### config.mk
export PLATFORM = sky130hd
export DESIGN_NAME = keypad_press_event_detector_unit
export DESIGN_NICKNAME = d
export VERILOG_FILES = /design/src/rtl/kpd_pkg.sv /design/src/rtl/keypad_press_event_detector_unit.sv
export SDC_FILE = /design/constraint.sdc
export NUM_CORES = 1
export LEC_CHECK = 0
export BUFFER_PORTS_ARGS = -buffer_cell sky130_fd_sc_hd__buf_2
export CORE_UTILIZATION = 47
export CTS_CLUSTER_DIAMETER = 150
export DETAILED_ROUTE_END_ITERATION = 10
export PLACE_DENSITY = 0.66
export SYNTH_ARGS = -nofsm -noshare
export SYNTH_HDL_FRONTEND = slang
export SYNTH_SLANG_ARGS = --single-unit
### constraint.sdc
create_clock -name i_clk -period 15.9 [get_ports i_clk]
set_input_delay 3.18 -clock i_clk [delete_from_list [all_inputs] [get_ports i_clk]]
set_output_delay 3.18 -clock i_clk [all_outputs]
set_load 0.05 [all_outputs]
### src/rtl/kpd_pkg.sv
`timescale 1ns / 1ps
`default_nettype none

package kpd_pkg;

    localparam int NUM_ROWS = 5;
    localparam int NUM_COLS = 4;
    localparam int NUM_KEYS = NUM_ROWS * NUM_COLS;

    localparam int CODE_W  = 5;
    localparam int COUNT_W = 5;
    localparam int TIME_W  = 32;
    localparam int HOLD_W  = 16;

    localparam logic [CODE_W-1:0] KEY_NONE        = 5'd18;
    localparam logic [HOLD_W-1:0] LONG_PRESS_RST  = 16'd1000;

    typedef logic [NUM_ROWS-1:0] t_rows;
    typedef logic [NUM_KEYS-1:0] t_pattern;

    typedef enum logic [1:0] {
        KIND_SHORT_PUSH    = 2'd0,
        KIND_LONG_PUSH     = 2'd1,
        KIND_SHORT_RELEASE = 2'd2,
        KIND_LONG_RELEASE  = 2'd3
    } t_kind;

    // position is col*NUM_ROWS + row
    function automatic logic [CODE_W-1:0] f_code_of_pos(input logic [4:0] pos);
        logic [CODE_W-1:0] code;
        case (pos)
            5'd0:    code = 5'd1;
            5'd1:    code = 5'd5;
            5'd2:    code = 5'd9;
            5'd3:    code = 5'd12;
            5'd4:    code = 5'd16;
            5'd5:    code = 5'd2;
            5'd6:    code = 5'd6;
            5'd7:    code = 5'd10;
            5'd8:    code = 5'd13;
            5'd9:    code = 5'd17;
            5'd10:   code = 5'd3;
            5'd11:   code = 5'd7;
            5'd12:   code = 5'd0;
            5'd13:   code = 5'd14;
            5'd15:   code = 5'd4;
            5'd16:   code = 5'd8;
            5'd17:   code = 5'd11;
            5'd18:   code = 5'd15;
            default: code = KEY_NONE;
        endcase
        return code;
    endfunction

    // pattern has exactly one bit set wherever this is used, so an or of
    // the selected table entries gives the code of that key
    function automatic logic [CODE_W-1:0] f_code_for(input t_pattern pat);
        logic [CODE_W-1:0] code;
        code = '0;
        for (int k = 0; k < NUM_KEYS; k++) begin
            if (pat[k]) begin
                code = code | f_code_of_pos(5'(k));
            end
        end
        return code;
    endfunction

    function automatic logic [COUNT_W-1:0] f_count(input t_pattern pat);
        logic [COUNT_W-1:0] cnt;
        cnt = '0;
        for (int k = 0; k < NUM_KEYS; k++) begin
            cnt = cnt + COUNT_W'(pat[k]);
        end
        return cnt;
    endfunction

endpackage

`default_nettype wire

### src/rtl/keypad_press_event_detector_unit.sv
// a scan word passes through the s1 register and then the result register
// throughput: one scan word per cycle, held back only by a stalled result
// the held pattern, change time and long flag update as the word enters the
// result register, so the next scan sees the updated values
// synchronous active-low reset clears the pipeline and key state and sets
// the long press limit to 1000 ms
`timescale 1ns / 1ps
`default_nettype none

module keypad_press_event_detector_unit
    import kpd_pkg::*;
(
    input  wire logic                 i_clk,
    input  wire logic                 i_rst_n,
    input  wire logic                 i_cfg_we,
    input  wire logic [HOLD_W-1:0]    i_cfg_data,
    input  wire logic                 i_valid,
    output logic                      o_stall,
    input  wire logic [NUM_ROWS-1:0]  i_col0_rows,
    input  wire logic [NUM_ROWS-1:0]  i_col1_rows,
    input  wire logic [NUM_ROWS-1:0]  i_col2_rows,
    input  wire logic [NUM_ROWS-1:0]  i_col3_rows,
    input  wire logic [TIME_W-1:0]    i_now_ms,
    output logic                      o_valid,
    input  wire logic                 i_stall,
    output logic                      o_event_valid,
    output logic [1:0]                o_event_kind,
    output logic [CODE_W-1:0]         o_key_code,
    output logic [COUNT_W-1:0]        o_pressed_count
);

    logic [HOLD_W-1:0]  r_long_ms;
    logic               r_s1_valid;
    t_pattern           r_s1_pat;
    logic [TIME_W-1:0]  r_s1_now;
    logic               r_out_valid;
    logic               r_ev_valid;
    t_kind              r_ev_kind;
    logic [CODE_W-1:0]  r_ev_code;
    logic [COUNT_W-1:0] r_ev_count;
    t_pattern           r_held;
    logic [TIME_W-1:0]  r_change_time;
    logic               r_long_reached;

    logic               w_en;
    logic [COUNT_W-1:0] w_count;
    logic [TIME_W-1:0]  w_elapsed;
    logic               n_ev_valid;
    t_kind              n_ev_kind;
    logic [CODE_W-1:0]  n_ev_code;
    t_pattern           n_held;
    logic [TIME_W-1:0]  n_change_time;
    logic               n_long_reached;

    // the whole pipe moves unless a finished word waits on a stalled output
    assign w_en    = !(r_out_valid && i_stall);
    assign o_stall = !w_en;

    assign w_count   = f_count(r_s1_pat);
    assign w_elapsed = r_s1_now - r_change_time;

    always_comb begin
        n_ev_valid     = 1'b0;
        n_ev_kind      = KIND_SHORT_PUSH;
        n_ev_code      = KEY_NONE;
        n_held         = r_held;
        n_change_time  = r_change_time;
        n_long_reached = r_long_reached;
        // several keys down: count only, state left alone
        if (w_count <= COUNT_W'(1)) begin
            if (r_s1_pat != r_held) begin
                n_ev_valid = 1'b1;
                if (r_s1_pat == '0) begin
                    n_ev_kind = r_long_reached ? KIND_LONG_RELEASE : KIND_SHORT_RELEASE;
                    n_ev_code = f_code_for(r_held);
                end else begin
                    n_ev_kind = KIND_SHORT_PUSH;
                    n_ev_code = f_code_for(r_s1_pat);
                end
                n_change_time  = r_s1_now;
                n_long_reached = 1'b0;
                n_held         = r_s1_pat;
            end else if (r_s1_pat != '0 && !r_long_reached) begin
                if (w_elapsed > {{(TIME_W-HOLD_W){1'b0}}, r_long_ms}) begin
                    n_ev_valid     = 1'b1;
                    n_ev_kind      = KIND_LONG_PUSH;
                    n_ev_code      = f_code_for(r_s1_pat);
                    n_long_reached = 1'b1;
                end
            end
        end
    end

    always_ff @(posedge i_clk) begin
        if (!i_rst_n) begin
            r_long_ms      <= LONG_PRESS_RST;
            r_s1_valid     <= 1'b0;
            r_out_valid    <= 1'b0;
            r_held         <= '0;
            r_change_time  <= '0;
            r_long_reached <= 1'b0;
        end else begin
            if (i_cfg_we) begin
                r_long_ms <= i_cfg_data;
            end
            if (w_en) begin
                r_s1_valid  <= i_valid;
                r_out_valid <= r_s1_valid;
                if (r_s1_valid) begin
                    r_held         <= n_held;
                    r_change_time  <= n_change_time;
                    r_long_reached <= n_long_reached;
                end
            end
        end
    end

    always_ff @(posedge i_clk) begin
        if (w_en) begin
            r_s1_pat   <= {i_col3_rows, i_col2_rows, i_col1_rows, i_col0_rows};
            r_s1_now   <= i_now_ms;
            r_ev_valid <= n_ev_valid;
            r_ev_kind  <= n_ev_kind;
            r_ev_code  <= n_ev_code;
            r_ev_count <= w_count;
        end
    end

    assign o_valid         = r_out_valid;
    assign o_event_valid   = r_ev_valid;
    assign o_event_kind    = r_ev_kind;
    assign o_key_code      = r_ev_code;
    assign o_pressed_count = r_ev_count;

    a_no_event_fields: assert property (@(posedge i_clk) disable iff (!i_rst_n)
        (r_out_valid && !r_ev_valid) |-> (r_ev_code == KEY_NONE && r_ev_kind == KIND_SHORT_PUSH))
        else $error("idle result word carries event fields");

    a_multi_key_quiet: assert property (@(posedge i_clk) disable iff (!i_rst_n)
        (r_out_valid && r_ev_count > COUNT_W'(1)) |-> !r_ev_valid)
        else $error("event raised with several keys down");

    a_held_single: assert property (@(posedge i_clk) disable iff (!i_rst_n)
        $countones(r_held) <= 1)
        else $error("held pattern has more than one key");

    a_long_flag: assert property (@(posedge i_clk) disable iff (!i_rst_n)
        (r_out_valid && r_ev_valid && r_ev_kind == KIND_LONG_PUSH) |-> r_long_reached)
        else $error("long push shown without long flag set");

endmodule

`default_nettype wire

==> impl_metrics.toml, run 1 <==
[synthesis]
synthesis.nets = 1000
synth_warnings = 0
synth_area_sq_um = 8069
ys_ff_latch = 136
synth.distinct_cells = 67
avgSynthCellArea_sq_um = 9.426
yosysSeqAreaShare_pct = 41.80
synth_cells = 856
ys_async_sr_fraction_pct = 0
ys.flop_type = "dfxtp_1"
synth_edf_count = 65

[clock_tree]
hold_buffers = 0
post_cts_buffers = 0
clk_pin_slew_ns = 0.06
clockRootBuffer = "clkbuf_16"
post_cts_resize_count = 0
cts_max_path_buffers = 2
cts_made_buffers = 17
worstSkewPairLatency_ns = 0.42
cts_sinks = 136
cts_max_level = 4
cts_tree = "yes"

[floorplanning]
dieArea_sq_um = 17700
coreArea_sq_um = 16700
rows = 47
die_x_um = 133.0
start_util_pct = 48.31
boundaryPins = 88
die_y_um = 133.0

[timing]
relSlewSlack_pct = 40.65
fin_crit_ns = 7.599
rsz0062_at_grt = "no"
worst_pin_slew_ns = 0.8903
skew_ns = 0.005609
fmax_mhz = 131.6
period_share_pct = 47.79
final_max_slew_viol_count = 0
finalHoldViolCount = 0
tns_ns = 0
setup_violations = 0

[finish]
fin_cells = 1176
nNetsFinal = 1086
register_area_sq_um = 3373
syn2layout_area_growth_pct = 14.81
final_common_cell = "nand2_1"
drive_above_1_share_pct = 14.76
fin_area_sq_um = 9264
fillers = 1516
multi_input_area_sq_um = 4295
final_cell_mix = "nand2_1 (154), buf_2 (87), inv_1 (83), dfxtp_1 (71), edfxtp_1 (65)"

[placement]
place_hpwl_um = 12960
post-place-cells = 1143
io_buffers = 87
dpl_cell_area_sq_um = 8721
gp_congestion = 0.9029

[hold_path]
hp-class = "reg -> reg"

[worst_setup_path]
crit_path_start_kind = "input port"
worst-path-max-fanout = 69
cp-end-kind = "output pin"
crit_type = "in -> out"
required_ns = 12.72
cp.arrival_ns = 4.42
r2r_slack_ns = 9.67

[run_status]
status = "finished clean"

[global_route]
antenna_found_initial = 1
grtUsageTotal_pct = 21.23
grt_pass1_wl_um = 29530
grt_max_degree = 73
grt_pass1_vias = 6087
grt_overflow_total = 0

[route]
antenna_left = 0
post_drt_wl_per_cell_um = 15.14
vias = 6282
drt_wl_total_um = 17810
via_per_inst = 5.342
dr.pass1.iters = 6
drc = 0
drt-initial-drc-count = 477

[power_and_ir_drop]
p_leak_uw = 0.003725
powerDensity_nw_per_um2 = 157.1
p_total_uw = 1456
peakVddDrop_mv = 0.09086

[run]
cap_viol_max_count = 0
==> logic make-up after synthesis <==
family                   after synthesis  share of synthesized area [%]
AO/OA/AOI/OAI                        203                          17.82
XOR/XNOR                              40                          4.342
adder cells (fa/ha/maj)               71                          12.41
buffers and inverters                107                          5.117
flip-flops                           136                          41.80
multiplexers                          13                          1.613
AND/OR/NAND/NOR                      286                          16.90
==> registers in the layout, indices dropped and copies added, names as in the netlist, 2 cells and up <==
register,flops
o_key_code,5
r_long_ms,16
r_s1_pat,20
r_s1_now,32
r_change_time,32
o_pressed_count,5
o_event_kind,2
r_held,20
==> area by class of cell <==
| type | count | share of cell area [%] |
|---|---|---|
| Antenna cell | 1 | 0.02701 |
| Timing Repair Buffer | 91 | 5.024 |
| Inverter | 83 | 3.363 |
| Clock inverter | 13 | 1.053 |
| Multi-Input combinational cell | 613 | 46.37 |
| Clock buffer | 19 | 4.781 |
| Tap cell | 220 | 2.971 |
| Sequential cell | 136 | 36.41 |
==> worst paths after layout <==
check | cells after the start | endpoint | startpoint
max | 5 | o_stall | i_stall
min | 2 | r_change_time[17]$_SDFFE_PN0P_ | r_change_time[17]$_SDFFE_PN0P_
max reg2reg | 18 | r_held[9]$_SDFFE_PN0P_ | r_s1_pat[1]$_DFFE_PN_
min reg2reg | 2 | r_change_time[17]$_SDFFE_PN0P_ | r_change_time[17]$_SDFFE_PN0P_
==> synth_stat cells (6+ instances only) <==
master | count | area (sq um)
a21oi_1 | 40 | 200.2
nor2_1 | 25 | 93.84
ha_1 | 56 | 700.7
nor4_1 | 12 | 75.07
o21a_1 | 9 | 67.56
xor2_1 | 19 | 166.4
xnor2_1 | 21 | 183.9
dfxtp_1 | 71 | 1421
nand4_1 | 8 | 50.05
edfxtp_1 | 65 | 1952
clkbuf_1 | 16 | 60.06
o211ai_1 | 11 | 82.58
nand2_1 | 155 | 581.8
a21o_1 | 16 | 120.1
nor2b_1 | 14 | 87.58
mux2i_1 | 13 | 130.1
inv_1 | 83 | 311.6
fa_1 | 15 | 300.3
a21boi_0 | 50 | 375.4
buf_2 | 6 | 30.03
nor3_1 | 14 | 70.07
o21ai_0 | 24 | 120.1
and4_1 | 6 | 52.55
and3_1 | 8 | 50.05
nand3_1 | 14 | 70.07
==> worst max-delay path, cell delays in order <==
cell     delay, ns
buf_2         0.10
nand2_2       0.04
buf_4         0.66
inv_1         0.16
buf_2         0.26
==> per-stage QoR <==
stage | utilization, % | hold WS, ns | setup slack [ns]
detailed placement | 52.22 | 0.4575 | 8.259
global route | 55.47 | 0.4842 | 8.139
global placement | 52.22 | 0.4509 | 8.282
finish | 55.47 | 0.4619 | 8.301
floorplan | - | 0.4435 | 7.354
CTS | 55.45 | 0.4653 | 8.265
==> metal layers <==
layer | vias to the layer above | track usage [%] | part of all wire (%)
li1 | 3181 | - | -
met1 | 2894 | 28.69 | 48
met2 | 188 | 34.09 | 45
met3 | 19 | 4.598 | 5.3
met4 | 0 | 6.258 | 1.2
met5 | - | 0 | 0
==> where the power goes <==
part	internal (uW)	switching (uW)
Sequential	440	37.5
Clock	204	156
Combinational	237	381
(Power assumes the default switching activity.)
==> inputs of run 2 (changes only) <==
==> constraint.sdc (replaced) <==
create_clock -name i_clk -period 7.5 [get_ports i_clk]
set_input_delay 1.5 -clock i_clk [delete_from_list [all_inputs] [get_ports i_clk]]
set_output_delay 1.5 -clock i_clk [all_outputs]
set_load 0.05 [all_outputs]
==> impl_metrics.toml, run 2 (synthesis results as in run 1) <==
[placement]
dpl_cell_area_sq_um = 8733
place_hpwl_um = 13260
io_buffers = 87
gp_congestion = 0.8932
place_ws_ns = 1.265

[timing]
hold_slack_ns = 0.4627
finalHoldViolCount = 0
tns_ns = 0
fin_crit_ns = 6.274
fin_ws_ns = 1.226
final_max_slew_viol_count = 0
setup_violations = 0
skew_ns = 0.01235
relSlewSlack_pct = 40.61
worst_pin_slew_ns = 0.8909
rsz0062_at_grt = "no"
period_share_pct = 83.65
fmax_mhz = 159.4

[clock_tree]
cts_made_buffers = 17
clk_pin_slew_ns = 0.06
post_cts_resize_count = 0
worstSkewPairLatency_ns = 0.43
cts_max_path_buffers = 2
clockRootBuffer = "clkbuf_16"
hold_buffers = 0
post_cts_buffers = 0
cts_tree = "yes"
cts_sinks = 136
cts_max_level = 4

[worst_setup_path]
crit_path_start_kind = "flop"
reg2regPathDepth = 18
r2r_end = "r_held[18]$_SDFFE_PN0P_"
cp.arrival_ns = 6.61
worst-path-max-fanout = 28
required_ns = 7.84
crit_type = "reg -> reg"
r2r_slack_ns = 1.23
r2r-start = "r_s1_pat[0]$_DFFE_PN_"
cp-end-kind = "flop"

[finish]
nNetsFinal = 1086
reg.largest.list = "r_change_time (32), r_s1_now (32)"
antennaDiodeCount = 0
drive_above_1_share_pct = 14.87
final_common_cell = "nand2_1"
syn2layout_area_growth_pct = 15.63
final_cell_mix = "nand2_1 (154), buf_2 (87), inv_1 (83), dfxtp_1 (71), edfxtp_1 (65)"
fin_area_sq_um = 9330

[run_status]
status = "finished clean"

[power_and_ir_drop]
p_leak_uw = 0.003752
power.internal_uw = 1935
power_frac_clock_pct = 26.3
combPwrFrac_pct = 41.7
sequentialPowerShare_pct = 32.0
p_sw_share_pct = 38.72
p_total_uw = 3158
power_switching_uw = 1223
powerDensity_nw_per_um2 = 338.5
peakVddDrop_mv = 0.1819

[route]
drt_wl_total_um = 18140
post_drt_wl_per_cell_um = 15.44
dr.pass1.iters = 5
via_per_inst = 5.387
vias = 6330
antenna_left = 0
drt-initial-drc-count = 527
drc = 0

[floorplanning]
boundaryPins = 88
start_util_pct = 48.31
die_y_um = 133.0
rows = 47
dieArea_sq_um = 17700
die_x_um = 133.0
coreArea_sq_um = 16700

[global_route]
grt_max_degree = 73
grtUsageTotal_pct = 22.08
grt_overflow_total = 0
antenna_found_initial = 0
grt_pass1_vias = 6103
grt_pass1_wl_um = 30620

[run]
cap_viol_max_count = 0

[hold_path]
whs_endpoint = "r_change_time[9]$_SDFFE_PN0P_"
hp-class = "reg -> reg"
hold_depth = 2
min-delay-start = "r_change_time[9]$_SDFFE_PN0P_"
-- run 2: worst max path at each step --
stage                                from                     endpoint  slack [ns]
CTS                 r_s1_pat[0]$_DFFE_PN_      r_held[18]$_SDFFE_PN0P_        1.19
floorplan           r_s1_pat[1]$_DFFE_PN_  r_long_reached$_SDFFE_PN0P_        2.10
finish              r_s1_pat[0]$_DFFE_PN_      r_held[18]$_SDFFE_PN0P_        1.23
global route        r_s1_pat[1]$_DFFE_PN_      r_held[18]$_SDFFE_PN0P_        0.87
detailed placement  r_s1_pat[0]$_DFFE_PN_      r_held[17]$_SDFFE_PN0P_        1.27
global placement    r_s1_pat[0]$_DFFE_PN_       r_held[7]$_SDFFE_PN0P_        1.43
-- run 2: power groups by stage --
stage / Clock (uW) / Combinational, uW / Sequential, uW
final: 831 / 1320 / 1010
after CTS: 852 / 1320 / 1010
after detailed placement: 0 / 1310 / 1030
after floorplan: 0 / 928 / 1080
after global placement: 0 / 1290 / 1020
after global routing: 883 / 1490 / 1020
-- run 2: metal layers --
metal,part of all wire (%),up-vias,routed length [um],track usage (%)
li1,-,3184,-,-
met1,48,2948,8679,30.07
met2,46,177,8394,35.28
met3,4.5,21,811,3.946
met4,1.4,0,251,7.663
met5,0,-,0,0
-- run 2: per-stage QoR --
stage          utilization (%)  std cells
3_5_place_dp             52.29       1143
5_1_grt                  55.87       1175
4_1_cts                  55.87       1175
2_1_floorplan                -        856
6_report                 55.87       1175
3_3_place_gp             52.29       1143
-- run 2: worst max-delay path, cell delays in order, from the launching register on --
cell and delay [ns]:
edfxtp_1 0.42, inv_1 0.12, fa_1 0.58, fa_1 0.44, fa_1 0.55, fa_1 0.43, fa_1 0.49, inv_1 0.04
ha_1 0.20, fa_1 0.41, a21o_1 0.19, a21o_1 0.18, or4_1 0.50, nor2_1 0.34, inv_1 0.20, nor2_4 0.56
buf_12 0.26, nand2_1 0.08, a21boi_0 0.19
-- run 2: area by class of cell --
class                   count  area (sq um)
flip-flops and latches    136          3373
clock buffers              19         464.2
fillers                  1528          7371
well taps                 220         275.3
repair buffers             91         478.0
multi-input cells         613          4295
clock inverters            13         132.6
inverters                  83         311.5
